[config.mk]
export PLATFORM = sky130hd
export DESIGN_NAME = sd_spi_host_engine_flat
export DESIGN_NICKNAME = d
export VERILOG_FILES = /design/src/design/sshe_pkg.sv /design/src/design/sshe_in_if.sv /design/src/design/sshe_out_if.sv /design/src/design/sshe_front.sv /design/src/design/sshe_back.sv /design/src/design/sd_spi_host_engine.sv /design/src/flat_wrapper.sv
export SDC_FILE = /design/constraint.sdc
export NUM_CORES = 1
export LEC_CHECK = 0
export CAP_MARGIN = 20
export CELL_PAD_IN_SITES_DETAIL_PLACEMENT = 0
export CELL_PAD_IN_SITES_GLOBAL_PLACEMENT = 1
export CORE_ASPECT_RATIO = 1.4
export CORE_UTILIZATION = 51
export DETAILED_ROUTE_END_ITERATION = 6
export DONT_BUFFER_PORTS = 1
export GPL_TIMING_DRIVEN = 0
export PLACE_DENSITY = 0.82
export SYNTH_ARGS = -nofsm -noshare
export SYNTH_HDL_FRONTEND = slang
export SYNTH_SLANG_ARGS = --single-unit
[constraint.sdc]
create_clock -name clk -period 5.35 [get_ports clk]
set_input_delay 0.2675 -clock clk [delete_from_list [all_inputs] [get_ports clk]]
set_output_delay 0.2675 -clock clk [all_outputs]
set_load 0.1 [all_outputs]
[src/design/sshe_pkg.sv]
package sshe_pkg;

	localparam int BLOCK_BYTES = 512;
	localparam int BIDX_W = 12;

	// Request classes decoded from the action field
	typedef enum logic [1:0] {
		REQ_INIT  = 2'd0,
		REQ_READ  = 2'd1,
		REQ_WRITE = 2'd2,
		REQ_XCHG  = 2'd3
	} req_t;

	typedef enum logic [3:0] {
		PH_IDLE, PH_WAKE, PH_FRAME, PH_RESP, PH_TAIL, PH_RELEASE,
		PH_RD_TOKEN, PH_RD_DATA, PH_RD_CRC,
		PH_WR_TOKEN, PH_WR_DATA, PH_WR_CRC, PH_WR_RESP, PH_WR_BUSY
	} phase_t;

	// Command indexes
	localparam logic [5:0] CMD0  = 6'd0;
	localparam logic [5:0] CMD1  = 6'd1;
	localparam logic [5:0] CMD8  = 6'd8;
	localparam logic [5:0] CMD16 = 6'd16;
	localparam logic [5:0] CMD17 = 6'd17;
	localparam logic [5:0] CMD24 = 6'd24;
	localparam logic [5:0] ACMD41 = 6'd41;
	localparam logic [5:0] CMD55 = 6'd55;
	localparam logic [5:0] CMD58 = 6'd58;

	// Completion status codes
	localparam logic [3:0] ST_OK          = 4'd0;
	localparam logic [3:0] ST_NO_IDLE     = 4'd1;
	localparam logic [3:0] ST_VOLTAGE     = 4'd2;
	localparam logic [3:0] ST_APPCMD      = 4'd3;
	localparam logic [3:0] ST_INIT_TMO    = 4'd4;
	localparam logic [3:0] ST_BLOCKLEN    = 4'd5;
	localparam logic [3:0] ST_CMD_REJ     = 4'd6;
	localparam logic [3:0] ST_BAD_TOKEN   = 4'd7;
	localparam logic [3:0] ST_WR_REJ      = 4'd8;
	localparam logic [3:0] ST_BUSY_TMO    = 4'd9;

	// Card kinds
	localparam logic [1:0] CARD_V1   = 2'd0;
	localparam logic [1:0] CARD_SD   = 2'd1;
	localparam logic [1:0] CARD_SDHC = 2'd2;

	// Configuration register indexes
	localparam logic [1:0] REG_RESP_POLL  = 2'd0;
	localparam logic [1:0] REG_INIT_RETRY = 2'd1;
	localparam logic [1:0] REG_BUSY_POLL  = 2'd2;
	localparam logic [1:0] REG_WAKE       = 2'd3;

	typedef struct packed {
		req_t        req;
		logic [31:0] blk_num;
		logic [7:0]  rx_byte;
		logic [7:0]  write_byte;
	} item_t;

	typedef struct packed {
		logic [15:0] resp_poll_limit;
		logic [15:0] init_retry_limit;
		logic [15:0] busy_poll_limit;
		logic [7:0]  wake_bytes;
	} cfg_t;

	typedef struct packed {
		logic [7:0] tx_byte;
		logic       tx_start;
		logic       select_card;
		logic       slow_clock;
		logic [7:0] read_byte;
		logic       read_valid;
		logic       write_byte_taken;
		logic       done_res;
		logic [3:0] status;
		logic [1:0] card_type;
	} res_t;

	// Byte idx of the six-byte command frame
	function automatic logic [7:0] frame_byte(logic [5:0] cmd, logic [2:0] idx,
		logic [31:0] tgt);
		logic [31:0] arg;
		logic [7:0]  b;
		priority if (cmd == CMD8) arg = 32'h0000_01AA;
		else if (cmd == ACMD41) arg = 32'h4000_0000;
		else if (cmd == CMD16) arg = 32'(BLOCK_BYTES);
		else if (cmd == CMD17 || cmd == CMD24) arg = tgt;
		else arg = 32'd0;
		unique case (idx)
			3'd0: b = {2'b01, cmd};
			3'd1: b = arg[31:24];
			3'd2: b = arg[23:16];
			3'd3: b = arg[15:8];
			3'd4: b = arg[7:0];
			default: b = (cmd == CMD8) ? 8'h87 : 8'h95;
		endcase
		return b;
	endfunction

endpackage

[src/design/sshe_in_if.sv]
interface sshe_in_if;
	logic        valid;
	logic        ready;
	logic [1:0]  action;
	logic [31:0] blk_num;
	logic [7:0]  rx_byte;
	logic [7:0]  write_byte;

	modport source (output valid, action, blk_num, rx_byte, write_byte, input ready);
	modport sink (input valid, action, blk_num, rx_byte, write_byte, output ready);
endinterface

[src/design/sshe_out_if.sv]
interface sshe_out_if;
	logic       valid;
	logic       ready;
	logic [7:0] tx_byte;
	logic       tx_start;
	logic       select_card;
	logic       slow_clock;
	logic [7:0] read_byte;
	logic       read_valid;
	logic       write_byte_taken;
	logic       done_res;
	logic [3:0] status;
	logic [1:0] card_type;

	modport source (output valid, tx_byte, tx_start, select_card, slow_clock, read_byte,
		read_valid, write_byte_taken, done_res, status, card_type, input ready);
	modport sink (input valid, tx_byte, tx_start, select_card, slow_clock, read_byte,
		read_valid, write_byte_taken, done_res, status, card_type, output ready);
endinterface

[src/design/sshe_front.sv]
module sshe_front (
	input  logic            clk,
	input  logic            arst_n,
	sshe_in_if.sink         in_ch,
	output logic            q_valid,
	output sshe_pkg::item_t q_item,
	input  logic            q_pop
);

	sshe_pkg::item_t buf_q [2];
	logic [1:0] cnt_q;
	logic       wr_ptr_q;
	logic       rd_ptr_q;
	logic       push;
	sshe_pkg::item_t cls;

	// Classify the incoming word
	always_comb begin
		cls.req        = sshe_pkg::req_t'(in_ch.action);
		cls.blk_num    = in_ch.blk_num;
		cls.rx_byte    = in_ch.rx_byte;
		cls.write_byte = in_ch.write_byte;
	end

	assign in_ch.ready = (cnt_q != 2'd2);
	assign push        = in_ch.valid && in_ch.ready;
	assign q_valid     = (cnt_q != 2'd0);
	assign q_item      = buf_q[rd_ptr_q];

	// Store accepted words
	always_ff @(posedge clk) begin
		if (push) buf_q[wr_ptr_q] <= cls;
	end

	// Advance pointers and fill count
	always_ff @(posedge clk or negedge arst_n) begin
		if (!arst_n) begin
			cnt_q    <= 2'd0;
			wr_ptr_q <= 1'b0;
			rd_ptr_q <= 1'b0;
		end else begin
			if (push) wr_ptr_q <= ~wr_ptr_q;
			if (q_pop) rd_ptr_q <= ~rd_ptr_q;
			unique case ({push, q_pop})
				2'b10:   cnt_q <= cnt_q + 2'd1;
				2'b01:   cnt_q <= cnt_q - 2'd1;
				default: cnt_q <= cnt_q;
			endcase
		end
	end

endmodule

[src/design/sshe_back.sv]
module sshe_back (
	input  logic            clk,
	input  logic            arst_n,
	input  sshe_pkg::cfg_t  cfg,
	input  logic            q_valid,
	input  sshe_pkg::item_t q_item,
	output logic            q_pop,
	sshe_out_if.source      out_ch
);

	sshe_pkg::phase_t phase_q, phase_n;
	logic [1:0]  kind_q, kind_n;
	logic [15:0] poll_q, poll_n;
	logic [15:0] retry_q, retry_n;
	logic [sshe_pkg::BIDX_W-1:0] bidx_q, bidx_n;
	logic [2:0]  fidx_q, fidx_n;
	logic [31:0] resp_q, resp_n;
	logic [31:0] tgt_q, tgt_n;
	logic        slow_q, slow_n;
	logic [5:0]  cmd_q, cmd_n;
	logic [5:0]  next_cmd_q, next_cmd_n;
	logic        rel_ends_q, rel_ends_n;
	logic [3:0]  end_st_q, end_st_n;
	logic        out_valid_q;
	sshe_pkg::res_t res_q, res;

	logic        fire;
	logic [16:0] poll_inc;
	logic [16:0] retry_inc;
	logic [sshe_pkg::BIDX_W:0] bidx_inc;
	logic [2:0]  fidx_inc;
	logic        rsp_hit;
	logic [7:0]  rsp_r;
	logic [31:0] word_n;
	logic [7:0]  rx;

	assign fire      = q_valid && (!out_valid_q || out_ch.ready);
	assign q_pop     = fire;
	assign rx        = q_item.rx_byte;
	assign poll_inc  = {1'b0, poll_q} + 17'd1;
	assign retry_inc = {1'b0, retry_q} + 17'd1;
	assign bidx_inc  = {1'b0, bidx_q} + 1'b1;
	assign fidx_inc  = fidx_q + 3'd1;
	assign word_n    = {resp_q[23:0], rx};

	// Resolve a response poll: hit on a non-idle byte or on timeout
	always_comb begin
		rsp_hit = 1'b1;
		rsp_r   = rx;
		if (rx == 8'hFF) begin
			rsp_r = 8'hFF;
			rsp_hit = (poll_inc >= {1'b0, cfg.resp_poll_limit});
		end
	end

	// Next state and result word
	always_comb begin
		phase_n    = phase_q;
		kind_n     = kind_q;
		poll_n     = poll_q;
		retry_n    = retry_q;
		bidx_n     = bidx_q;
		fidx_n     = fidx_q;
		resp_n     = resp_q;
		tgt_n      = tgt_q;
		slow_n     = slow_q;
		cmd_n      = cmd_q;
		next_cmd_n = next_cmd_q;
		rel_ends_n = rel_ends_q;
		end_st_n   = end_st_q;
		res        = '0;
		res.tx_byte = 8'hFF;
		res.select_card = !(phase_q == sshe_pkg::PH_IDLE || phase_q == sshe_pkg::PH_WAKE
			|| phase_q == sshe_pkg::PH_RELEASE);

		if (q_item.req == sshe_pkg::REQ_XCHG) begin
			unique case (phase_q)
				sshe_pkg::PH_IDLE: ;
				sshe_pkg::PH_WAKE: begin
					bidx_n = bidx_inc[sshe_pkg::BIDX_W-1:0];
					if (bidx_inc < {{(sshe_pkg::BIDX_W-7){1'b0}}, cfg.wake_bytes}) begin
						res.tx_start = 1'b1; res.select_card = 1'b0;
					end else begin
						cmd_n = sshe_pkg::CMD0; fidx_n = 3'd0; phase_n = sshe_pkg::PH_FRAME;
						res.tx_byte = sshe_pkg::frame_byte(sshe_pkg::CMD0, 3'd0, tgt_q);
						res.tx_start = 1'b1; res.select_card = 1'b1;
					end
				end
				sshe_pkg::PH_FRAME: begin
					fidx_n = fidx_inc;
					res.tx_start = 1'b1; res.select_card = 1'b1;
					if (fidx_inc < 3'd6) begin
						res.tx_byte = sshe_pkg::frame_byte(cmd_q, fidx_inc, tgt_q);
					end else begin
						phase_n = sshe_pkg::PH_RESP; poll_n = 16'd0;
					end
				end
				sshe_pkg::PH_RESP: begin
					if (rx == 8'hFF) poll_n = poll_inc[15:0];
					res.tx_start = 1'b1; res.select_card = 1'b1;
					if (rsp_hit) begin
						// Default: release, then a command or an end
						phase_n = sshe_pkg::PH_RELEASE;
						res.select_card = 1'b0;
						unique case (cmd_q)
							sshe_pkg::CMD0: begin
								if (rsp_r != 8'h01) begin
									rel_ends_n = 1'b1; end_st_n = sshe_pkg::ST_NO_IDLE;
								end else begin
									rel_ends_n = 1'b0; next_cmd_n = sshe_pkg::CMD8;
								end
							end
							sshe_pkg::CMD8: begin
								if (rsp_r == 8'h01) begin
									phase_n = sshe_pkg::PH_TAIL; fidx_n = 3'd0; resp_n = '0;
									res.select_card = 1'b1;
								end else if (rsp_r == 8'h05) begin
									kind_n = sshe_pkg::CARD_V1; retry_n = '0;
									cmd_n = sshe_pkg::CMD1; fidx_n = 3'd0;
									phase_n = sshe_pkg::PH_FRAME; res.select_card = 1'b1;
									res.tx_byte = sshe_pkg::frame_byte(sshe_pkg::CMD1, 3'd0,
										tgt_q);
								end else begin
									rel_ends_n = 1'b1; end_st_n = sshe_pkg::ST_VOLTAGE;
								end
							end
							sshe_pkg::CMD55: begin
								if (rsp_r != 8'h01) begin
									rel_ends_n = 1'b1; end_st_n = sshe_pkg::ST_APPCMD;
								end else begin
									rel_ends_n = 1'b0; next_cmd_n = sshe_pkg::ACMD41;
								end
							end
							sshe_pkg::ACMD41, sshe_pkg::CMD1: begin
								if (rsp_r == 8'h00) begin
									rel_ends_n = 1'b0; next_cmd_n = sshe_pkg::CMD58;
								end else begin
									retry_n = retry_inc[15:0];
									if (retry_inc >= {1'b0, cfg.init_retry_limit}) begin
										rel_ends_n = 1'b1; end_st_n = sshe_pkg::ST_INIT_TMO;
									end else begin
										rel_ends_n = 1'b0;
										next_cmd_n = (kind_q == sshe_pkg::CARD_SD) ?
											sshe_pkg::CMD55 : sshe_pkg::CMD1;
									end
								end
							end
							sshe_pkg::CMD58: begin
								res.select_card = 1'b1;
								if (rsp_r == 8'h00) begin
									phase_n = sshe_pkg::PH_TAIL; fidx_n = 3'd0; resp_n = '0;
								end else begin
									cmd_n = sshe_pkg::CMD16; fidx_n = 3'd0;
									phase_n = sshe_pkg::PH_FRAME;
									res.tx_byte = sshe_pkg::frame_byte(sshe_pkg::CMD16, 3'd0,
										tgt_q);
								end
							end
							sshe_pkg::CMD16: begin
								rel_ends_n = 1'b1;
								end_st_n = (rsp_r != 8'h00) ? sshe_pkg::ST_BLOCKLEN :
									sshe_pkg::ST_OK;
							end
							sshe_pkg::CMD17: begin
								if (rsp_r != 8'h00) begin
									rel_ends_n = 1'b1; end_st_n = sshe_pkg::ST_CMD_REJ;
								end else begin
									phase_n = sshe_pkg::PH_RD_TOKEN; poll_n = '0;
									res.select_card = 1'b1;
								end
							end
							default: begin
								if (rsp_r != 8'h00) begin
									rel_ends_n = 1'b1; end_st_n = sshe_pkg::ST_CMD_REJ;
								end else begin
									phase_n = sshe_pkg::PH_WR_TOKEN;
									res.tx_byte = 8'hFE; res.select_card = 1'b1;
								end
							end
						endcase
					end
				end
				sshe_pkg::PH_TAIL: begin
					resp_n = word_n;
					fidx_n = fidx_inc;
					res.tx_start = 1'b1;
					if (fidx_inc < 3'd4) begin
						res.select_card = 1'b1;
					end else begin
						phase_n = sshe_pkg::PH_RELEASE; res.select_card = 1'b0;
						if (cmd_q == sshe_pkg::CMD8) begin
							if (word_n == 32'h0000_01AA) begin
								kind_n = sshe_pkg::CARD_SD; retry_n = '0;
								rel_ends_n = 1'b0; next_cmd_n = sshe_pkg::CMD55;
							end else begin
								rel_ends_n = 1'b1; end_st_n = sshe_pkg::ST_VOLTAGE;
							end
						end else begin
							if (word_n[30]) kind_n = sshe_pkg::CARD_SDHC;
							rel_ends_n = 1'b0; next_cmd_n = sshe_pkg::CMD16;
						end
					end
				end
				sshe_pkg::PH_RELEASE: begin
					if (rel_ends_q) begin
						if (cmd_q == sshe_pkg::CMD16 && end_st_q == sshe_pkg::ST_OK)
							slow_n = 1'b0;
						phase_n = sshe_pkg::PH_IDLE;
						res.done_res = 1'b1; res.status = end_st_q; res.select_card = 1'b0;
					end else begin
						cmd_n = next_cmd_q; fidx_n = 3'd0; phase_n = sshe_pkg::PH_FRAME;
						res.tx_byte = sshe_pkg::frame_byte(next_cmd_q, 3'd0, tgt_q);
						res.tx_start = 1'b1; res.select_card = 1'b1;
					end
				end
				sshe_pkg::PH_RD_TOKEN: begin
					if (rx == 8'hFF) poll_n = poll_inc[15:0];
					res.tx_start = 1'b1; res.select_card = 1'b1;
					if (rsp_hit) begin
						if (rsp_r != 8'hFE) begin
							phase_n = sshe_pkg::PH_RELEASE; res.select_card = 1'b0;
							rel_ends_n = 1'b1; end_st_n = sshe_pkg::ST_BAD_TOKEN;
						end else begin
							phase_n = sshe_pkg::PH_RD_DATA; bidx_n = '0;
						end
					end
				end
				sshe_pkg::PH_RD_DATA: begin
					res.read_byte = rx; res.read_valid = 1'b1;
					bidx_n = bidx_inc[sshe_pkg::BIDX_W-1:0];
					res.tx_start = 1'b1; res.select_card = 1'b1;
					if (bidx_inc >= (sshe_pkg::BIDX_W+1)'(sshe_pkg::BLOCK_BYTES)) begin
						phase_n = sshe_pkg::PH_RD_CRC; fidx_n = 3'd0;
					end
				end
				sshe_pkg::PH_RD_CRC: begin
					fidx_n = fidx_inc;
					res.tx_start = 1'b1; res.select_card = 1'b1;
					if (fidx_inc >= 3'd2) begin
						phase_n = sshe_pkg::PH_RELEASE; res.select_card = 1'b0;
						rel_ends_n = 1'b1; end_st_n = sshe_pkg::ST_OK;
					end
				end
				sshe_pkg::PH_WR_TOKEN: begin
					phase_n = sshe_pkg::PH_WR_DATA; bidx_n = '0;
					res.tx_byte = q_item.write_byte; res.tx_start = 1'b1;
					res.select_card = 1'b1; res.write_byte_taken = 1'b1;
				end
				sshe_pkg::PH_WR_DATA: begin
					bidx_n = bidx_inc[sshe_pkg::BIDX_W-1:0];
					res.tx_start = 1'b1; res.select_card = 1'b1;
					if (bidx_inc < (sshe_pkg::BIDX_W+1)'(sshe_pkg::BLOCK_BYTES)) begin
						res.tx_byte = q_item.write_byte; res.write_byte_taken = 1'b1;
					end else begin
						phase_n = sshe_pkg::PH_WR_CRC; fidx_n = 3'd0;
					end
				end
				sshe_pkg::PH_WR_CRC: begin
					fidx_n = fidx_inc;
					res.tx_start = 1'b1; res.select_card = 1'b1;
					if (fidx_inc >= 3'd2) phase_n = sshe_pkg::PH_WR_RESP;
				end
				sshe_pkg::PH_WR_RESP: begin
					res.tx_start = 1'b1;
					if (rx[3:0] != 4'h5) begin
						phase_n = sshe_pkg::PH_RELEASE; res.select_card = 1'b0;
						rel_ends_n = 1'b1; end_st_n = sshe_pkg::ST_WR_REJ;
					end else begin
						phase_n = sshe_pkg::PH_WR_BUSY; poll_n = '0; res.select_card = 1'b1;
					end
				end
				sshe_pkg::PH_WR_BUSY: begin
					res.tx_start = 1'b1; res.select_card = 1'b1;
					if (rx != 8'h00) begin
						phase_n = sshe_pkg::PH_RELEASE; res.select_card = 1'b0;
						rel_ends_n = 1'b1; end_st_n = sshe_pkg::ST_OK;
					end else begin
						poll_n = poll_inc[15:0];
						if (poll_inc >= {1'b0, cfg.busy_poll_limit}) begin
							phase_n = sshe_pkg::PH_RELEASE; res.select_card = 1'b0;
							rel_ends_n = 1'b1; end_st_n = sshe_pkg::ST_BUSY_TMO;
						end
					end
				end
				default: ;
			endcase
		end else if (phase_q == sshe_pkg::PH_IDLE) begin
			res.tx_start = 1'b1;
			if (q_item.req == sshe_pkg::REQ_INIT) begin
				slow_n = 1'b1; bidx_n = '0; phase_n = sshe_pkg::PH_WAKE;
				res.select_card = 1'b0;
			end else begin
				tgt_n = (kind_q == sshe_pkg::CARD_SDHC) ? q_item.blk_num :
					32'(q_item.blk_num * 32'(sshe_pkg::BLOCK_BYTES));
				cmd_n = (q_item.req == sshe_pkg::REQ_READ) ? sshe_pkg::CMD17 :
					sshe_pkg::CMD24;
				fidx_n = 3'd0; phase_n = sshe_pkg::PH_FRAME;
				res.tx_byte = sshe_pkg::frame_byte(cmd_n, 3'd0, tgt_q);
				res.select_card = 1'b1;
			end
		end
		res.slow_clock = slow_n;
		res.card_type  = kind_n;
	end

	// Hold engine state
	always_ff @(posedge clk or negedge arst_n) begin
		if (!arst_n) begin
			phase_q    <= sshe_pkg::PH_IDLE;
			kind_q     <= sshe_pkg::CARD_V1;
			poll_q     <= '0;
			retry_q    <= '0;
			bidx_q     <= '0;
			fidx_q     <= '0;
			resp_q     <= '0;
			tgt_q      <= '0;
			slow_q     <= 1'b1;
			cmd_q      <= sshe_pkg::CMD0;
			next_cmd_q <= sshe_pkg::CMD0;
			rel_ends_q <= 1'b0;
			end_st_q   <= sshe_pkg::ST_OK;
			out_valid_q <= 1'b0;
		end else begin
			if (fire) begin
				phase_q    <= phase_n;
				kind_q     <= kind_n;
				poll_q     <= poll_n;
				retry_q    <= retry_n;
				bidx_q     <= bidx_n;
				fidx_q     <= fidx_n;
				resp_q     <= resp_n;
				tgt_q      <= tgt_n;
				slow_q     <= slow_n;
				cmd_q      <= cmd_n;
				next_cmd_q <= next_cmd_n;
				rel_ends_q <= rel_ends_n;
				end_st_q   <= end_st_n;
			end
			if (fire) out_valid_q <= 1'b1;
			else if (out_ch.ready) out_valid_q <= 1'b0;
		end
	end

	// Output word register
	always_ff @(posedge clk) begin
		if (fire) res_q <= res;
	end

	assign out_ch.valid            = out_valid_q;
	assign out_ch.tx_byte          = res_q.tx_byte;
	assign out_ch.tx_start         = res_q.tx_start;
	assign out_ch.select_card      = res_q.select_card;
	assign out_ch.slow_clock       = res_q.slow_clock;
	assign out_ch.read_byte        = res_q.read_byte;
	assign out_ch.read_valid       = res_q.read_valid;
	assign out_ch.write_byte_taken = res_q.write_byte_taken;
	assign out_ch.done_res         = res_q.done_res;
	assign out_ch.status           = res_q.status;
	assign out_ch.card_type        = res_q.card_type;

endmodule

[src/design/sd_spi_host_engine.sv]
// SD card SPI-mode host engine. Each input word is a start request (init, block read,
// block write) or a finished byte exchange; each yields one result word with the next byte
// to shift, chip select, clock speed, read data, write handshake and completion status.
// Words enter a two-deep queue and a state update consumes one word per clock whenever the
// output register is free, so the sustained rate is one word per cycle. The user must set
// limits over the APB port only while the engine idles; the block does not enforce it.
module sd_spi_host_engine (
	input  logic        clk,
	input  logic        arst_n,
	sshe_in_if.sink     in_ch,
	sshe_out_if.source  out_ch,
	input  logic        psel,
	input  logic        penable,
	input  logic        pwrite,
	input  logic [3:0]  paddr,
	input  logic [31:0] pwdata,
	output logic [31:0] prdata,
	output logic        pready
);

	sshe_pkg::cfg_t  cfg_q;
	sshe_pkg::item_t q_item;
	logic            q_valid;
	logic            q_pop;
	logic            wr_en;

	assign pready = 1'b1;
	assign wr_en  = psel && penable && pwrite && pready;

	// Write configuration registers
	always_ff @(posedge clk or negedge arst_n) begin
		if (!arst_n) begin
			cfg_q.resp_poll_limit  <= 16'd4095;
			cfg_q.init_retry_limit <= 16'd4095;
			cfg_q.busy_poll_limit  <= 16'hFFFF;
			cfg_q.wake_bytes       <= 8'd10;
		end else if (wr_en) begin
			unique case (paddr[3:2])
				sshe_pkg::REG_RESP_POLL:  cfg_q.resp_poll_limit  <= pwdata[15:0];
				sshe_pkg::REG_INIT_RETRY: cfg_q.init_retry_limit <= pwdata[15:0];
				sshe_pkg::REG_BUSY_POLL:  cfg_q.busy_poll_limit  <= pwdata[15:0];
				default:                  cfg_q.wake_bytes       <= pwdata[7:0];
			endcase
		end
	end

	// Read back configuration
	always_comb begin
		unique case (paddr[3:2])
			sshe_pkg::REG_RESP_POLL:  prdata = {16'd0, cfg_q.resp_poll_limit};
			sshe_pkg::REG_INIT_RETRY: prdata = {16'd0, cfg_q.init_retry_limit};
			sshe_pkg::REG_BUSY_POLL:  prdata = {16'd0, cfg_q.busy_poll_limit};
			default:                  prdata = {24'd0, cfg_q.wake_bytes};
		endcase
	end

	sshe_front u_front (
		.clk     (clk),
		.arst_n  (arst_n),
		.in_ch   (in_ch),
		.q_valid (q_valid),
		.q_item  (q_item),
		.q_pop   (q_pop)
	);

	sshe_back u_back (
		.clk     (clk),
		.arst_n  (arst_n),
		.cfg     (cfg_q),
		.q_valid (q_valid),
		.q_item  (q_item),
		.q_pop   (q_pop),
		.out_ch  (out_ch)
	);

endmodule

[src/flat_wrapper.sv]
// flat-port wrapper written by rule: the top's interface ports become plain ports
module sd_spi_host_engine_flat 
  (clk, arst_n, psel, penable, pwrite, paddr, pwdata, prdata, pready, in_ch_valid, in_ch_action, in_ch_blk_num, in_ch_rx_byte, in_ch_write_byte, in_ch_ready, out_ch_valid, out_ch_tx_byte, out_ch_tx_start, out_ch_select_card, out_ch_slow_clock, out_ch_read_byte, out_ch_read_valid, out_ch_write_byte_taken, out_ch_done_res, out_ch_status, out_ch_card_type, out_ch_ready);
  sshe_in_if in_ch_i ();
  sshe_out_if out_ch_i ();
  input  logic clk;
  input  logic arst_n;
  input  logic psel;
  input  logic penable;
  input  logic pwrite;
  input  logic [3:0] paddr;
  input  logic [31:0] pwdata;
  output logic [31:0] prdata;
  output logic pready;
  input wire logic [$bits(in_ch_i.valid)-1:0] in_ch_valid;
  input wire logic [$bits(in_ch_i.action)-1:0] in_ch_action;
  input wire logic [$bits(in_ch_i.blk_num)-1:0] in_ch_blk_num;
  input wire logic [$bits(in_ch_i.rx_byte)-1:0] in_ch_rx_byte;
  input wire logic [$bits(in_ch_i.write_byte)-1:0] in_ch_write_byte;
  output wire logic [$bits(in_ch_i.ready)-1:0] in_ch_ready;
  output wire logic [$bits(out_ch_i.valid)-1:0] out_ch_valid;
  output wire logic [$bits(out_ch_i.tx_byte)-1:0] out_ch_tx_byte;
  output wire logic [$bits(out_ch_i.tx_start)-1:0] out_ch_tx_start;
  output wire logic [$bits(out_ch_i.select_card)-1:0] out_ch_select_card;
  output wire logic [$bits(out_ch_i.slow_clock)-1:0] out_ch_slow_clock;
  output wire logic [$bits(out_ch_i.read_byte)-1:0] out_ch_read_byte;
  output wire logic [$bits(out_ch_i.read_valid)-1:0] out_ch_read_valid;
  output wire logic [$bits(out_ch_i.write_byte_taken)-1:0] out_ch_write_byte_taken;
  output wire logic [$bits(out_ch_i.done_res)-1:0] out_ch_done_res;
  output wire logic [$bits(out_ch_i.status)-1:0] out_ch_status;
  output wire logic [$bits(out_ch_i.card_type)-1:0] out_ch_card_type;
  input wire logic [$bits(out_ch_i.ready)-1:0] out_ch_ready;
  assign in_ch_i.valid = in_ch_valid;
  assign in_ch_i.action = in_ch_action;
  assign in_ch_i.blk_num = in_ch_blk_num;
  assign in_ch_i.rx_byte = in_ch_rx_byte;
  assign in_ch_i.write_byte = in_ch_write_byte;
  assign in_ch_ready = in_ch_i.ready;
  assign out_ch_valid = out_ch_i.valid;
  assign out_ch_tx_byte = out_ch_i.tx_byte;
  assign out_ch_tx_start = out_ch_i.tx_start;
  assign out_ch_select_card = out_ch_i.select_card;
  assign out_ch_slow_clock = out_ch_i.slow_clock;
  assign out_ch_read_byte = out_ch_i.read_byte;
  assign out_ch_read_valid = out_ch_i.read_valid;
  assign out_ch_write_byte_taken = out_ch_i.write_byte_taken;
  assign out_ch_done_res = out_ch_i.done_res;
  assign out_ch_status = out_ch_i.status;
  assign out_ch_card_type = out_ch_i.card_type;
  assign out_ch_i.ready = out_ch_ready;
  sd_spi_host_engine u_core (.clk(clk), .arst_n(arst_n), .in_ch(in_ch_i), .out_ch(out_ch_i), .psel(psel), .penable(penable), .pwrite(pwrite), .paddr(paddr), .pwdata(pwdata), .prdata(prdata), .pready(pready));
endmodule
* Yosys cells after proc, flatten, opt, wreduce, memory -nomap -nowiden
Memories as Yosys holds them, arrays and structs flattened.
Cells that the tools add are included.
** Word-level totals
- Register bits after elaboration :: 216
- RAM bits :: 100
- Word-level logic and storage cells :: 391
- Memories kept :: 1
** Cells by class
- Add/sub/neg operators :: 6
- $lt $le $gt $ge :: 9
- Equality and inequality tests :: 95
- Mux-type cells :: 190
- Bitwise logic cells :: 5
- Reduce and logical (&&, ||, !) cells :: 54
** Memory list
- u_core.u_front.buf_q :: depth 2, width 50, rd ports 1, clocked after Yosys merged registers in 0, wr ports 1, RTL line sshe_front.sv:10 : sshe_pkg::item_t buf_q [2];
** Operator list (count)
- $mux 16 :: 14
- $mux 32 :: 5
- $mux 4 :: 33
- $mux 6 :: 18
- $pmux 24 s2 :: 2
- $pmux 16 s5 :: 1
- $mux 24 :: 3
- $mux 8 :: 9
- $ne 3x3->1 const B :: 24
- $pmux 16 s2 :: 2
- $mux 12 :: 5
- $pmux 4 s13 :: 1
- $ge 17x16->1 :: 3
- $pmux 16 s3 :: 1
- $pmux 4 s6 :: 2
- $pmux 8 s6 :: 1
- $mux 1 :: 44
- $mux 3 :: 14
- $pmux 8 s5 :: 1
- $pmux 12 s3 :: 1
- $pmux 6 s3 :: 2
- $add 16x1->17 const B :: 2
- $reduce_and 11->1 :: 3
- $eq 32x9->1 const B :: 1
- other kinds (79) :: 167

* Longest topological paths before layout
Gate-level depths: netlist of run 1.
- Depth in word-level cells :: 10
- Depth in mapped cells :: 17

* Hierarchy
Synthesis of run 1 repeated with hierarchy kept, for this count alone.
** Second synthesis, totals
- Cell total of the unflattened synthesis :: 1613
- Area, all modules :: 17590.6 µm²
** Modules (own cells, without submodules)
- sshe_back :: instances 1, cells an instance 1260, area each 10810.4 µm²
- sshe_front :: instances 1, cells an instance 172, area each 4047.6 µm²
- sd_spi_host_engine :: instances 1, cells an instance 181, area each 2732.6 µm²

* Worst setup path after synthesis of run 1
No wires, ideal clock.
- Path type :: reg2reg
- Start :: register u_core.u_front.cnt_q[0]
- End :: memory u_core.u_front.buf_q[0][0] (netlist name) (enable)
- Arrival :: 3.723 ns
- Required time :: 4.892 ns
- Path slack :: 1.169 ns
- Cell stages (with the launch flop) :: 5
- Buffers on the path :: 1
- Cell sequence :: dfrtp_1 clkbuf_1 nand2b_1 nand2_1 nor2_1
** Between the ends
- Cells in the longest elaborated chain, start to end :: 4
** RTL lines
- start: declaration :: RTL line sshe_front.sv:11 : logic [1:0] cnt_q;
- start signal: assignment :: RTL line sshe_front.sv:45 : 2'b10: cnt_q <= cnt_q + 2'd1;
- start signal: assignment :: RTL line sshe_front.sv:46 : 2'b01: cnt_q <= cnt_q - 2'd1;
- start signal: assignment :: RTL line sshe_front.sv:47 : default: cnt_q <= cnt_q;
- $ne 2x2->1 :: RTL line sshe_front.sv:25 : assign in_ch.ready = (cnt_q != 2'd2);
- named net in_ch_ready :: RTL line flat_wrapper.sv:20 : output wire logic [$bits(in_ch_i.ready)-1:0] in_ch_ready;
- $logic_and 1x1->1 :: RTL line sshe_front.sv:26 : assign push = in_ch.valid && in_ch.ready;
- $mux 1 :: RTL line sshe_front.sv:32 : if (push) buf_q[wr_ptr_q] <= cls;
- $mux 1 (not written as such) :: RTL line sshe_front.sv:32
- end: declaration :: RTL line sshe_front.sv:10
The timed path passes the listed nets, and every way through them passes these cells.

* Worst setup path in the final report of run 1
- Start :: register u_core.u_back.poll_q[0]
- End :: register u_core.u_back.end_st_q[3]
** Between the ends
- Cells in the longest elaborated chain, start to end :: 5
** RTL lines
- start: declaration :: RTL line sshe_back.sv:13 : logic [15:0] poll_q, poll_n;
- start signal: assignment :: RTL line sshe_back.sv:327 : poll_q <= poll_n;
- $add 16x1->17 * :: RTL line sshe_back.sv:40 : assign poll_inc = {1'b0, poll_q} + 17'd1;
- $ge 17x16->1 :: RTL line sshe_back.sv:52 : rsp_hit = (poll_inc >= {1'b0, cfg.resp_poll_limit});
- $mux 1 :: RTL line sshe_back.sv:50 : if (rx == 8'hFF) begin
- $ne 2x2->1 (no line)
- $reduce_and 20->1 (no line) *
- end signal: assignment :: RTL line sshe_back.sv:321 : end_st_q <= sshe_pkg::ST_OK;
- end signal: assignment :: RTL line sshe_back.sv:337 : end_st_q <= end_st_n;
- end: declaration :: RTL line sshe_back.sv:23 : logic [3:0] end_st_q, end_st_n;
Every way passes the cells marked *; elsewhere a longest branch is shown, timed or not.
A chain may end at the register's enable or synchronous reset.

==> impl_metrics.sql, run 1 <==
INSERT INTO impl_metrics (metric_group, metric, value, unit) VALUES
('outcome', 'status', 'finished, final reports clean', ''),
('sta', 'achievable-frequency', '0.2043', 'GHz'),
('routing', 'drtAntennaViolNets', '0', ''),
('finish', 'syn_to_final_growth', '15.00', '%'),
('clocking', 'cts_buffers', '31', ''),
('die', 'floorplan.rows', '78', ''),
('worst_hold_path', 'hold_path_depth', '3', ''),
('worst_setup_path', 'critical-path-slowest-cell', 'sky130_fd_sc_hd__nor4_1', ''),
('synth', 'ys_seq_area_frac', '0.5069', ''),
('clocking', 'numClockSinks', '316', ''),
('finish', 'postLayoutCellArea', '0.01952', 'sq mm'),
('routing', 'route.detailed.vias_per_inst', '6.195', ''),
('grt', 'globalRouteOverflowTotal', '0', ''),
('clocking', 'tritoncts_clock_tree', 'built', ''),
('routing', 'vias', '13399', ''),
('sta', 'finClkSkew', '0.02249', 'ns'),
('power', 'pwrdens', '526.4', 'mW/mm^2'),
('routing', 'avgRoutedWirePerCell', '24.02', 'microns'),
('die', 'die-height', '217.8', 'microns'),
('finish', 'final_nets', '1857', ''),
('power', 'vdd.ir_drop.worst', '0.0005628', 'V'),
('finish', 'diodes', '0', ''),
('worst_setup_path', 'worst-endpoint-required', '5.83', 'ns'),
('grt', 'first_global_vias', '13823', ''),
('synth', 'async_reset_ff_frac', '0.5949', ''),
('synth', 'synth_seq_cells', '316', ''),
('die', 'fp.dieW', '156.2', 'microns'),
('synth', 'dominantRegCellSynth', 'sky130_fd_sc_hd__dfrtp_1', ''),
('grt', 'grt_antenna_before_repair', '0', ''),
('job', 'max_cap_viol_count', '0', ''),
('finish', 'layout.cells.most_common_list', 'sky130_fd_sc_hd__nand2_1 (175), sky130_fd_sc_hd__dfrtp_1 (145), sky130_fd_sc_hd__edfxtp_1 (128)', ''),
('sta', 'min_period_over_period', '0.9148', ''),
('placed_design', 'post_dp_cell_area', '0.01766', 'sq mm'),
('routing', 'route.detailed.drc', '0', ''),
('worst_setup_path', 'crit_path_cell_trace', 'ha_1 -> nand4_1 -> nor2_1 -> nand4_1 -> nor3_1 -> xor2_1 -> ha_1 -> nand3_1 -> or2_2 -> o2111ai_1 -> nor2_1 -> nor4_1 -> and2_1 -> mux2_1', ''),
('grt', 'grt_start_max_net_pins', '189', ''),
('synth', 'synth.cell_area', '0.01697', 'sq mm'),
('clocking', 'clkTransAtPathRegs', '0.07', 'ns'),
('worst_setup_path', 'r2r.worst_path.cells', '14', ''),
('worst_setup_path', 'setup.worst_path.class', 'register to register', ''),
('sta', 'finalSetupViolations', '0', ''),
('placed_design', 'dp_hpwl', '36.17', 'mm'),
('sta', 'period_needed', '4.894', 'ns'),
('worst_setup_path', 'rr_startpoint', 'u_core.u_back.poll_q[0]', ''),
('die', 'starting_density', '0.5206', ''),
('sta', 'final_hold_viol_count', '0', ''),
('routing', 'dr.first_iter.drc_count', '1066', ''),
('worst_hold_path', 'hold_end', 'u_core.cfg_q[24]', ''),
('worst_setup_path', 'crit_path_max_incr_delay', '0.55', 'ns'),
('worst_setup_path', 'worst_path_dominant_cell_family', 'simple AND/OR/NAND/NOR gates', ''),
('worst_setup_path', 'rrSetupSlack', '0.46', 'ns'),
('worst_hold_path', 'worst_hold_startpoint', 'paddr[2]', ''),
('routing', 'drt_pass1_iterations', '5', ''),
('clocking', 'cts.root.buffer_cell', 'sky130_fd_sc_hd__clkbuf_16', ''),
('synth', 'synth_cell_types', '83', ''),
('power', 'power.leakage', '7.869', 'nW'),
('worst_setup_path', 'nature_of_the_critical_path_startpoint', 'register', ''),
('worst_setup_path', 'worstPathBufferInverterCount', '0', ''),
('worst_hold_path', 'timing.hold.worst.class', 'input pin to register', ''),
('clocking', 'worstSkewPairLatency', '0.61', 'ns'),
('clocking', 'cts_setup_buffers', '0', ''),
('finish', 'finalCoreUtilization', '0.5987', ''),
('synth', 'yosys_warnings', '0', ''),
('synth', 'postSynthCellCount', '1577', ''),
('die', 'core', '0.03260', 'sq mm'),
('grt', 'grt.total_usage', '0.3117', ''),
('die', 'floorplan.die_area', '0.03402', 'sq mm'),
('clocking', 'htreeDepth', '1', ''),
('worst_setup_path', 'worst_r2r_endpoint', 'u_core.u_back.end_st_q[3]', ''),
('worst_setup_path', 'critPathMaxFanout', '6', ''),
('synth', 'number_of_enable_flip_flop_cells_after_synthesis', '128', '');
worst max-delay path by stage:
stage	to	startpoint	slack, ns	cells past startpoint
2_1_floorplan	u_core.u_front.buf_q[0][0]	u_core.u_front.cnt_q[0]	1.17	4
3_3_place_gp	u_core.u_back.cmd_q[0]	u_core.u_front.rd_ptr_q	-0.16	14
3_5_place_dp	u_core.u_back.fidx_q[2]	u_core.u_front.rd_ptr_q	-0.02	15
4_1_cts	u_core.u_back.fidx_q[2]	u_core.u_front.rd_ptr_q	0.24	15
5_1_grt	u_core.u_back.end_st_q[3]	u_core.u_back.poll_q[0]	0.16	14
6_report	u_core.u_back.end_st_q[3]	u_core.u_back.poll_q[0]	0.46	14
synthesized netlist by cell type (11+ instances only):
library cell	instances	area, sq um
sky130_fd_sc_hd__a31oi_1	13	81.33
sky130_fd_sc_hd__nor4_1	14	87.58
sky130_fd_sc_hd__ha_1	66	825.8
sky130_fd_sc_hd__nor3_1	26	130.1
sky130_fd_sc_hd__and3_1	21	131.4
sky130_fd_sc_hd__o21ai_0	126	630.6
sky130_fd_sc_hd__a21oi_1	61	305.3
sky130_fd_sc_hd__nand4_1	17	106.4
sky130_fd_sc_hd__buf_4	18	135.1
sky130_fd_sc_hd__o21ai_1	26	130.1
sky130_fd_sc_hd__nand3_1	55	275.3
sky130_fd_sc_hd__o31ai_1	15	112.6
sky130_fd_sc_hd__mux2i_1	33	330.3
sky130_fd_sc_hd__nand2b_1	20	125.1
sky130_fd_sc_hd__xor2_1	14	122.6
sky130_fd_sc_hd__inv_1	76	285.3
sky130_fd_sc_hd__dfrtp_1	145	3628
sky130_fd_sc_hd__nor2b_1	17	106.4
sky130_fd_sc_hd__nor2_1	86	322.8
sky130_fd_sc_hd__dfstp_2	43	1130
sky130_fd_sc_hd__xnor2_1	29	254.0
sky130_fd_sc_hd__edfxtp_1	128	3844
sky130_fd_sc_hd__nand2_1	175	656.9
sky130_fd_sc_hd__or3_1	11	68.82
sky130_fd_sc_hd__o211ai_1	11	82.58
sky130_fd_sc_hd__a22o_1	33	289.0
sky130_fd_sc_hd__mux2_2	44	495.5
sky130_fd_sc_hd__mux4_2	31	698.2
sky130_fd_sc_hd__clkbuf_1	60	225.2
cell families after synthesis:
family | count (synthesis) | share of synthesized area
other | 2 | 0.0004425
adder cells (fa/ha/maj) | 66 | 0.04866
XOR/XNOR | 43 | 0.02219
flip-flops | 316 | 0.5069
multiplexers | 115 | 0.09445
AND/OR/NAND/NOR | 484 | 0.1376
AO/OA/AOI/OAI | 378 | 0.1462
buffers and inverters | 173 | 0.04357
state kept, by name, indices dropped and copies added (netlist names), 2 cells and up:
name,flops
u_core.u_back.retry_q,16
u_core.u_back.resp_q,24
u_core.u_back.end_st_q,4
u_core.u_back.cmd_q,6
u_core.u_back.out_ch.tx_byte,8
u_core.u_back.phase_q,4
u_core.u_back.kind_q,2
u_core.u_back.bidx_q,12
u_core.u_front.buf_q,100
u_core.u_back.out_ch.read_byte,8
u_core.u_back.tgt_q,32
u_core.u_front.cnt_q,2
u_core.u_back.next_cmd_q,6
u_core.u_back.poll_q,16
u_core.u_back.out_ch.card_type,2
u_core.u_back.out_ch.status,4
u_core.u_back.fidx_q,3
u_core.cfg_q,56
metrics by stage:
| stage | setup WS (ns) | instances | hold WS, ns | setup TNS, ns | power, mW |
|---|---|---|---|---|---|
| 2_1_floorplan | 1.169 | 1592 | -0.02809 | 0 | 6.526 |
| 4_1_cts | 0.2373 | 2164 | 0.1310 | 0 | 10.16 |
| 5_1_grt | 0.1561 | 2163 | 0.1645 | 0 | 10.68 |
| 3_5_place_dp | -0.02331 | 2036 | -0.01582 | -0.02331 | 7.615 |
| 3_3_place_gp | -0.1626 | 2032 | -0.01603 | -0.3900 | 7.545 |
| 6_report | 0.4560 | 2163 | 0.1465 | 0 | 10.27 |
area by class of cell:
| type | count | area, sq um |
|---|---|---|
| clock buffer | 34 | 787.0 |
| clock inverter | 24 | 347.8 |
| tap | 440 | 550.5 |
| timing repair buffer | 74 | 767.0 |
| buffer | 95 | 447.9 |
| multi-input combinational | 1103 | 7724 |
| fill | 2738 | 13080 |
| inverter | 77 | 289.0 |
| sequential | 316 | 8602 |
power breakdown:
part,total (mW),internal (mW),switching [mW]
logic,3.63,1.19,2.44
clock network,2.47,1.46,1.01
registers,4.18,3.24,0.940
repair_timing:
item | CTS | global route
resized for setup | 1 | 0
endpoints found under the setup margin | 1 | 5
hold buffers | 70 | 0
endpoints found under the hold margin | 346 | 0
worst min-delay path: stages:
cell	delay (ns)
sky130_fd_sc_hd__and3b_1	0.13
sky130_fd_sc_hd__clkbuf_1	0.15
sky130_fd_sc_hd__mux2_2	0.17
layer usage:
layer | wire length, microns | part of all wire | GRT usage | up-vias
met2 | 27190 | 0.52 | 0.5665 | 572
met5 | 0 | 0 | 0 | -
met3 | 3000 | 0.058 | 0.04948 | 157
met4 | 2896 | 0.056 | 0.1693 | 0
met1 | 18870 | 0.36 | 0.3451 | 6637
li1 | - | - | - | 6033
Power figures use the tool's default switching activity.
==> inputs of run 2 (changes only) <==
- PLACE_DENSITY: 0.82 -> not set
- PLACE_DENSITY_LB_ADDON: not set -> 0.1
==> run 2 against run 1 <==
Against the previous run:
- clock-buffer cell count is 12 higher
- clock power fell by 4%
- clock skew shrank 0.0046 ns
- cell area is 0.12% higher
- final cell count is 0.23% higher
- utilization is 0.069 points higher
- largest power group unchanged
- highest routed layer unchanged
==> impl_metrics.sql, run 2 (synthesized netlist as in run 1, its figures left out) <==
INSERT INTO impl_metrics (metric_group, metric, value, unit) VALUES
('sta', 'worst_pin_slew', '1.252', 'ns'),
('clocking', 'cts.root.buffer_cell', 'sky130_fd_sc_hd__clkbuf_16', ''),
('finish', 'syn_to_final_growth', '15.13', '%'),
('clocking', 'cts_buffers', '34', ''),
('die', 'starting_density', '0.5206', ''),
('placed_design', 'place_congestion', '0.9520', ''),
('routing', 'route.detailed.drc', '0', ''),
('power', 'seq_power_share', '0.411', ''),
('sta', 'fin_max_slew_vios', '0', ''),
('worst_setup_path', 'setup_crit_end_kind', 'register', ''),
('worst_setup_path', 'arrival', '5.37', 'ns'),
('die', 'fp.dieW', '156.2', 'microns'),
('grt', 'globalRouteOverflowTotal', '0', ''),
('worst_hold_path', 'timing.hold.worst.class', 'input pin to register', ''),
('power', 'p_int', '5.811', 'mW'),
('sta', 'grt_setup_unrepaired', 'false', ''),
('routing', 'avgRoutedWirePerCell', '23.03', 'microns'),
('worst_setup_path', 'crit_start', 'u_core.u_front.rd_ptr_q', ''),
('worst_setup_path', 'critPathCapture', 'u_core.u_back.fidx_q[2]', ''),
('sta', 'slew_headroom', '0.1656', ''),
('outcome', 'status', 'finished, final reports clean', ''),
('finish', 'drive_above_1_share', '0.1372', ''),
('die', 'floorplan.rows', '78', ''),
('clocking', 'worstSkewPairLatency', '0.54', 'ns'),
('grt', 'first_global_vias', '13371', ''),
('worst_setup_path', 'r2r.worst_path.cells', '14', ''),
('sta', 'final_hold_viol_count', '0', ''),
('clocking', 'cts_setup_buffers', '0', ''),
('finish', 'final_nets', '1861', ''),
('routing', 'route.final.wire_length', '49.93', 'mm'),
('finish', 'footprint_of_the_multi_input_gates', '0.007736', 'sq mm'),
('power', 'switching_portion_of_total_power', '0.4251', ''),
('power', 'pwrdens', '517.4', 'mW/mm^2'),
('sta', 'worst_hold_slack_after_final_layout', '0.07954', 'ns'),
('placed_design', 'port_buffer_count', '0', ''),
('power', 'net-switching-power', '4.298', 'mW'),
('power', 'vdd.ir_drop.worst', '0.0005965', 'V'),
('grt', 'grt_antenna_before_repair', '0', ''),
('job', 'max_cap_viol_count', '0', ''),
('sta', 'finClkSkew', '0.01788', 'ns'),
('placed_design', 'dp_hpwl', '36.42', 'mm'),
('worst_setup_path', 'worst-endpoint-required', '5.77', 'ns'),
('finish', 'top_regs', 'u_core.u_front.buf_q x100, u_core.cfg_q x56, u_core.u_back.tgt_q x32', ''),
('power', 'power.leakage', '7.889', 'nW'),
('clocking', 'htreeDepth', '2', ''),
('finish', 'diodes', '0', ''),
('clocking', 'tritoncts_clock_tree', 'built', ''),
('power', 'clock_power_share', '0.235', ''),
('worst_setup_path', 'worst_r2r_endpoint', 'u_core.u_back.fidx_q[2]', ''),
('worst_hold_path', 'worst_hold_startpoint', 'in_ch_valid', ''),
('die', 'die-height', '217.8', 'microns'),
('finish', 'stdcell_count', '2168', ''),
('worst_setup_path', 'nature_of_the_critical_path_startpoint', 'register', ''),
('routing', 'dr.first_iter.drc_count', '836', ''),
('sta', 'achievable-frequency', '0.2019', 'GHz'),
('die', 'floorplan.die_area', '0.03402', 'sq mm'),
('clocking', 'numClockSinks', '316', ''),
('finish', 'fillerInstances', '2805', ''),
('finish', 'max_flop_register', 'u_core.u_front.buf_q', ''),
('die', 'io_pins', '156', ''),
('finish', 'register_area', '0.008602', 'sq mm'),
('sta', 'min_period_over_period', '0.9260', ''),
('finish', 'number_of_flip_flops_in_the_largest_register', '100', ''),
('power', 'comb_pwr_share', '0.354', ''),
('sta', 'period_needed', '4.954', 'ns'),
('routing', 'drt_pass1_iterations', '5', ''),
('clocking', 'ctsLongestPathBuffers', '3', ''),
('clocking', 'clkTransAtPathRegs', '0.06', 'ns'),
('die', 'core', '0.03260', 'sq mm'),
('worst_setup_path', 'setup.worst_path.class', 'register to register', ''),
('grt', 'grt.total_usage', '0.3018', ''),
('finish', 'finalCoreUtilization', '0.5994', ''),
('finish', 'layout.cells.most_common_list', 'sky130_fd_sc_hd__nand2_1 (175), sky130_fd_sc_hd__dfrtp_1 (145), sky130_fd_sc_hd__edfxtp_1 (128)', ''),
('worst_setup_path', 'rrSetupSlack', '0.40', 'ns'),
('routing', 'drtAntennaViolNets', '0', ''),
('grt', 'grt_pass1_wl', '77.13', 'mm'),
('worst_setup_path', 'critPathMaxFanout', '10', ''),
('grt', 'grt_start_max_net_pins', '189', ''),
('routing', 'vias', '13056', ''),
('worst_setup_path', 'rr_startpoint', 'u_core.u_front.rd_ptr_q', ''),
('finish', 'layout_commonest_cell', 'sky130_fd_sc_hd__nand2_1', ''),
('sta', 'finalSetupViolations', '0', ''),
('placed_design', 'placedCellCount', '2037', ''),
('routing', 'route.detailed.vias_per_inst', '6.022', '');
-- run 2: critical path: stages (launching register included) --
cell                        delay [ns]
sky130_fd_sc_hd__dfrtp_1          0.39
sky130_fd_sc_hd__buf_6            0.15
sky130_fd_sc_hd__buf_2            0.23
sky130_fd_sc_hd__buf_1            0.65
sky130_fd_sc_hd__clkbuf_2         0.53
sky130_fd_sc_hd__mux2i_1          0.34
sky130_fd_sc_hd__inv_1            0.11
sky130_fd_sc_hd__ha_1             0.20
sky130_fd_sc_hd__clkbuf_1         0.28
sky130_fd_sc_hd__inv_1            0.19
sky130_fd_sc_hd__nor3_1           0.15
sky130_fd_sc_hd__and2_1           0.27
sky130_fd_sc_hd__a2111oi_4        0.69
sky130_fd_sc_hd__o21ai_1          0.30
sky130_fd_sc_hd__a221o_1          0.36
-- run 2: routing by layer --
| metal | up-vias | part of all wire | GRT usage |
|---|---|---|---|
| met4 | 0 | 0.054 | 0.1614 |
| met3 | 136 | 0.052 | 0.04372 |
| met1 | 6387 | 0.38 | 0.3431 |
| li1 | 6064 | - | - |
| met2 | 469 | 0.52 | 0.5427 |
| met5 | - | 0 | 0 |
-- run 2: area by class of cell --
cell class,instances,area share
timing repair buffer,74,0.04028
buffer,96,0.02312
tap,440,0.02818
multi-input combinational,1103,0.3960
sequential,316,0.4403
inverter,77,0.01479
clock buffer,46,0.04950
clock inverter,16,0.007877
-- run 2: worst min-delay path by stage --
stage / endpoint / cells after the start
finish: u_core.u_front.wr_ptr_q / 2
global route: u_core.u_front.wr_ptr_q / 2
CTS: u_core.u_front.wr_ptr_q / 2
detailed placement: u_core.u_back.bidx_q[0] / 0
global placement: u_core.u_back.bidx_q[0] / 0
floorplan: u_core.cfg_q[0] / 0
-- run 2: through the flow --
step	power, mW	setup TNS [ns]	worst slack (ns)	cell area, sq um
floorplan	6.526	0	1.169	17030
global placement	7.565	-2.423	-0.3304	17580
detailed placement	7.627	-0.7743	-0.1691	17690
CTS	10.09	0	0.1157	19530
global route	10.56	0	0.03944	19540
finish	10.11	0	0.3958	19540
-- run 2: repair_timing --
action | 4_1_cts | 5_1_grt
hold endpoints to repair | 345 | 0
endpoints found under the setup margin | 8 | 9
gates resized for setup | 1 | 1
hold buffers | 69 | 0
-- run 2: power groups by stage --
stage	clock network, mW	registers, mW	logic, mW
CTS	2.41	4.14	3.54
global route	2.50	4.20	3.85
global placement	0	4.18	3.38
finish	2.37	4.15	3.58
floorplan	0	4.06	2.47
detailed placement	0	4.18	3.44
==> inputs of run 3 (changes only) <==
- SYNTH_HIERARCHICAL: not set -> 1
==> run 3 against run 2 <==
Against the previous run:
- largest cell class unchanged
- maximum frequency barely moved
- sequential share of layout area fell by 1.2 points
- global-route usage fell by 2.3 points
- the flow now finishes with violations (design-rule violations)
- first-iteration DRC count fell by 22%
- clock skew rose by 0.0048 ns
- synthesized area rose by 3.7%
- critical path type unchanged
- non-clock buffer count rose by 2
- total power fell by 1.8%
==> impl_metrics.sql, run 3 <==
INSERT INTO impl_metrics (metric_group, metric, value, unit) VALUES
('worst_setup_path', 'setup.worst_path.class', 'register to register', ''),
('grt', 'globalRouteOverflowTotal', '0', ''),
('synth', 'synth_cell_types', '95', ''),
('sta', 'grt_setup_unrepaired', 'false', ''),
('sta', 'fin_setup_tns', '0', 'ns'),
('clocking', 'clkTransAtPathRegs', '0.06', 'ns'),
('finish', 'number_of_flip_flops_in_the_largest_register', '100', ''),
('finish', 'final_nets', '1894', ''),
('routing', 'route.detailed.vias_per_inst', '5.830', ''),
('clocking', 'tritoncts_clock_tree', 'built', ''),
('routing', 'drt_pass1_iterations', '7', ''),
('placed_design', 'post_dp_cell_area', '0.01830', 'sq mm'),
('routing', 'route.detailed.drc', '2', ''),
('synth', 'synth_top_cells_by_count', 'sky130_fd_sc_hd__nand2_1 (192), sky130_fd_sc_hd__dfrtp_1 (145), sky130_fd_sc_hd__edfxtp_1 (128), sky130_fd_sc_hd__o21ai_0 (124), sky130_fd_sc_hd__inv_1 (80)', ''),
('grt', 'grt.total_usage', '0.2790', ''),
('finish', 'postLayoutCellArea', '0.02009', 'sq mm'),
('outcome', 'violated_checks', 'design-rule violations', ''),
('sta', 'achievable-frequency', '0.2019', 'GHz'),
('clocking', 'cts_setup_buffers', '0', ''),
('clocking', 'htreeDepth', '2', ''),
('outcome', 'status', 'complete, but fails checks', ''),
('worst_setup_path', 'critical-path-top-cell-by-count', 'sky130_fd_sc_hd__nand3_1', ''),
('routing', 'vias', '12907', ''),
('die', 'fp.dieW', '159.0', 'microns'),
('sta', 'final_hold_viol_count', '0', ''),
('synth', 'dominantRegCellSynth', 'sky130_fd_sc_hd__dfrtp_1', ''),
('grt', 'first_global_vias', '13409', ''),
('synth', 'synth_seq_cells', '316', ''),
('clocking', 'hold_buffers', '69', ''),
('worst_setup_path', 'critPathMaxFanout', '7', ''),
('finish', 'layout.cells.most_common_list', 'sky130_fd_sc_hd__nand2_1 (192), sky130_fd_sc_hd__dfrtp_1 (145), sky130_fd_sc_hd__edfxtp_1 (128)', ''),
('synth', 'synth.cell_area', '0.01759', 'sq mm'),
('sta', 'worst_pin_slew', '1.098', 'ns'),
('placed_design', 'place_congestion', '0.9377', ''),
('synth', 'async_reset_ff_frac', '0.5949', ''),
('die', 'floorplan.die_area', '0.03525', 'sq mm'),
('worst_setup_path', 'crit_path_max_incr_delay', '0.54', 'ns'),
('synth', 'synth_top_area_frac', '0.2185', ''),
('finish', 'layout_commonest_cell', 'sky130_fd_sc_hd__nand2_1', ''),
('sta', 'finClkSkew', '0.02265', 'ns'),
('synth', 'yosysMostFrequentCell', 'sky130_fd_sc_hd__nand2_1', ''),
('routing', 'dr.first_iter.drc_count', '649', ''),
('clocking', 'cts.root.buffer_cell', 'sky130_fd_sc_hd__clkbuf_16', ''),
('sta', 'period_needed', '4.953', 'ns'),
('clocking', 'cts_buffers', '34', ''),
('sta', 'worst_hold_slack_after_final_layout', '0.06519', 'ns'),
('clocking', 'worstSkewPairLatency', '0.54', 'ns'),
('finish', 'max_flop_register', 'u_core/u_front/buf_q', ''),
('power', 'power.leakage', '8.343', 'nW');
run 3: stage by stage:
stage	setup WS (ns)	total power [mW]	util
2_1_floorplan	1.294	6.550	-
3_3_place_gp	0.2254	7.510	0.5351
3_5_place_dp	0.3504	7.560	0.5376
4_1_cts	0.3283	9.966	0.5902
5_1_grt	0.1123	10.39	0.5903
6_report	0.3967	9.926	0.5903
run 3: cell families after synthesis:
logic type / after synthesis / share of synthesized area
AO/OA/AOI/OAI: 353 / 0.1273
flip-flops: 316 / 0.4890
buffers and inverters: 185 / 0.05505
adder cells (fa/ha/maj): 66 / 0.04694
AND/OR/NAND/NOR: 487 / 0.1403
other: 2 / 0.0004269
multiplexers: 165 / 0.1216
XOR/XNOR: 39 / 0.01942
run 3: critical path, delay by kind of cell (launching register included):
family	cells	cell delay, ns
AND/OR/NAND/NOR	10	2.38
buffers and inverters	3	0.60
AO/OA/AOI/OAI	1	0.53
flip-flops	1	0.50
adder cells (fa/ha/maj)	1	0.32
multiplexers	1	0.29
XOR/XNOR	1	0.18
run 3: worst max-delay path by stage:
stage                                        from                               to  cells past startpoint
final                     u_core/u_back/poll_q[2]        u_core/u_back/end_st_q[2]                     17
after global routing      u_core/u_back/poll_q[2]  u_core/u_back/out_ch.tx_byte[1]                     16
after CTS                 u_core/u_back/poll_q[2]        u_core/u_back/end_st_q[2]                     17
after detailed placement  u_core/u_back/poll_q[2]        u_core/u_back/end_st_q[1]                     17
after global placement    u_core/u_front/cnt_q[0]      u_core/u_front/buf_q[0][48]                      3
after floorplan           u_core/u_front/cnt_q[0]       u_core/u_front/buf_q[0][0]                      3
run 3: power breakdown:
part	internal, mW	switching [mW]
Combinational	1.30	2.27
Clock	1.32	0.967
Sequential	3.18	0.894
run 3: metal layers:
layer / up-vias / share of wire / GRT usage / wire (microns)
met5: - / 0 / 0 / 0
met4: 0 / 0.064 / 0.1694 / 3111
met3: 140 / 0.038 / 0.03629 / 1849
met2: 372 / 0.54 / 0.5324 / 26390
met1: 6273 / 0.36 / 0.2869 / 17500
li1: 6122 / - / - / -
run 3: area by class of cell:
cell class / instances / area [sq um] / share of cell area
Sequential cell: 316 / 8602 / 0.4282
Multi-Input combinational cell: 1127 / 8120 / 0.4042
Clock buffer: 50 / 973.4 / 0.04845
Timing Repair Buffer: 71 / 748.2 / 0.03724
Buffer: 101 / 653.1 / 0.03251
Tap cell: 451 / 564.3 / 0.02809
Inverter: 84 / 316.6 / 0.01576
Clock inverter: 12 / 107.6 / 0.005356
Antenna cell: 2 / 5.005 / 0.0002491
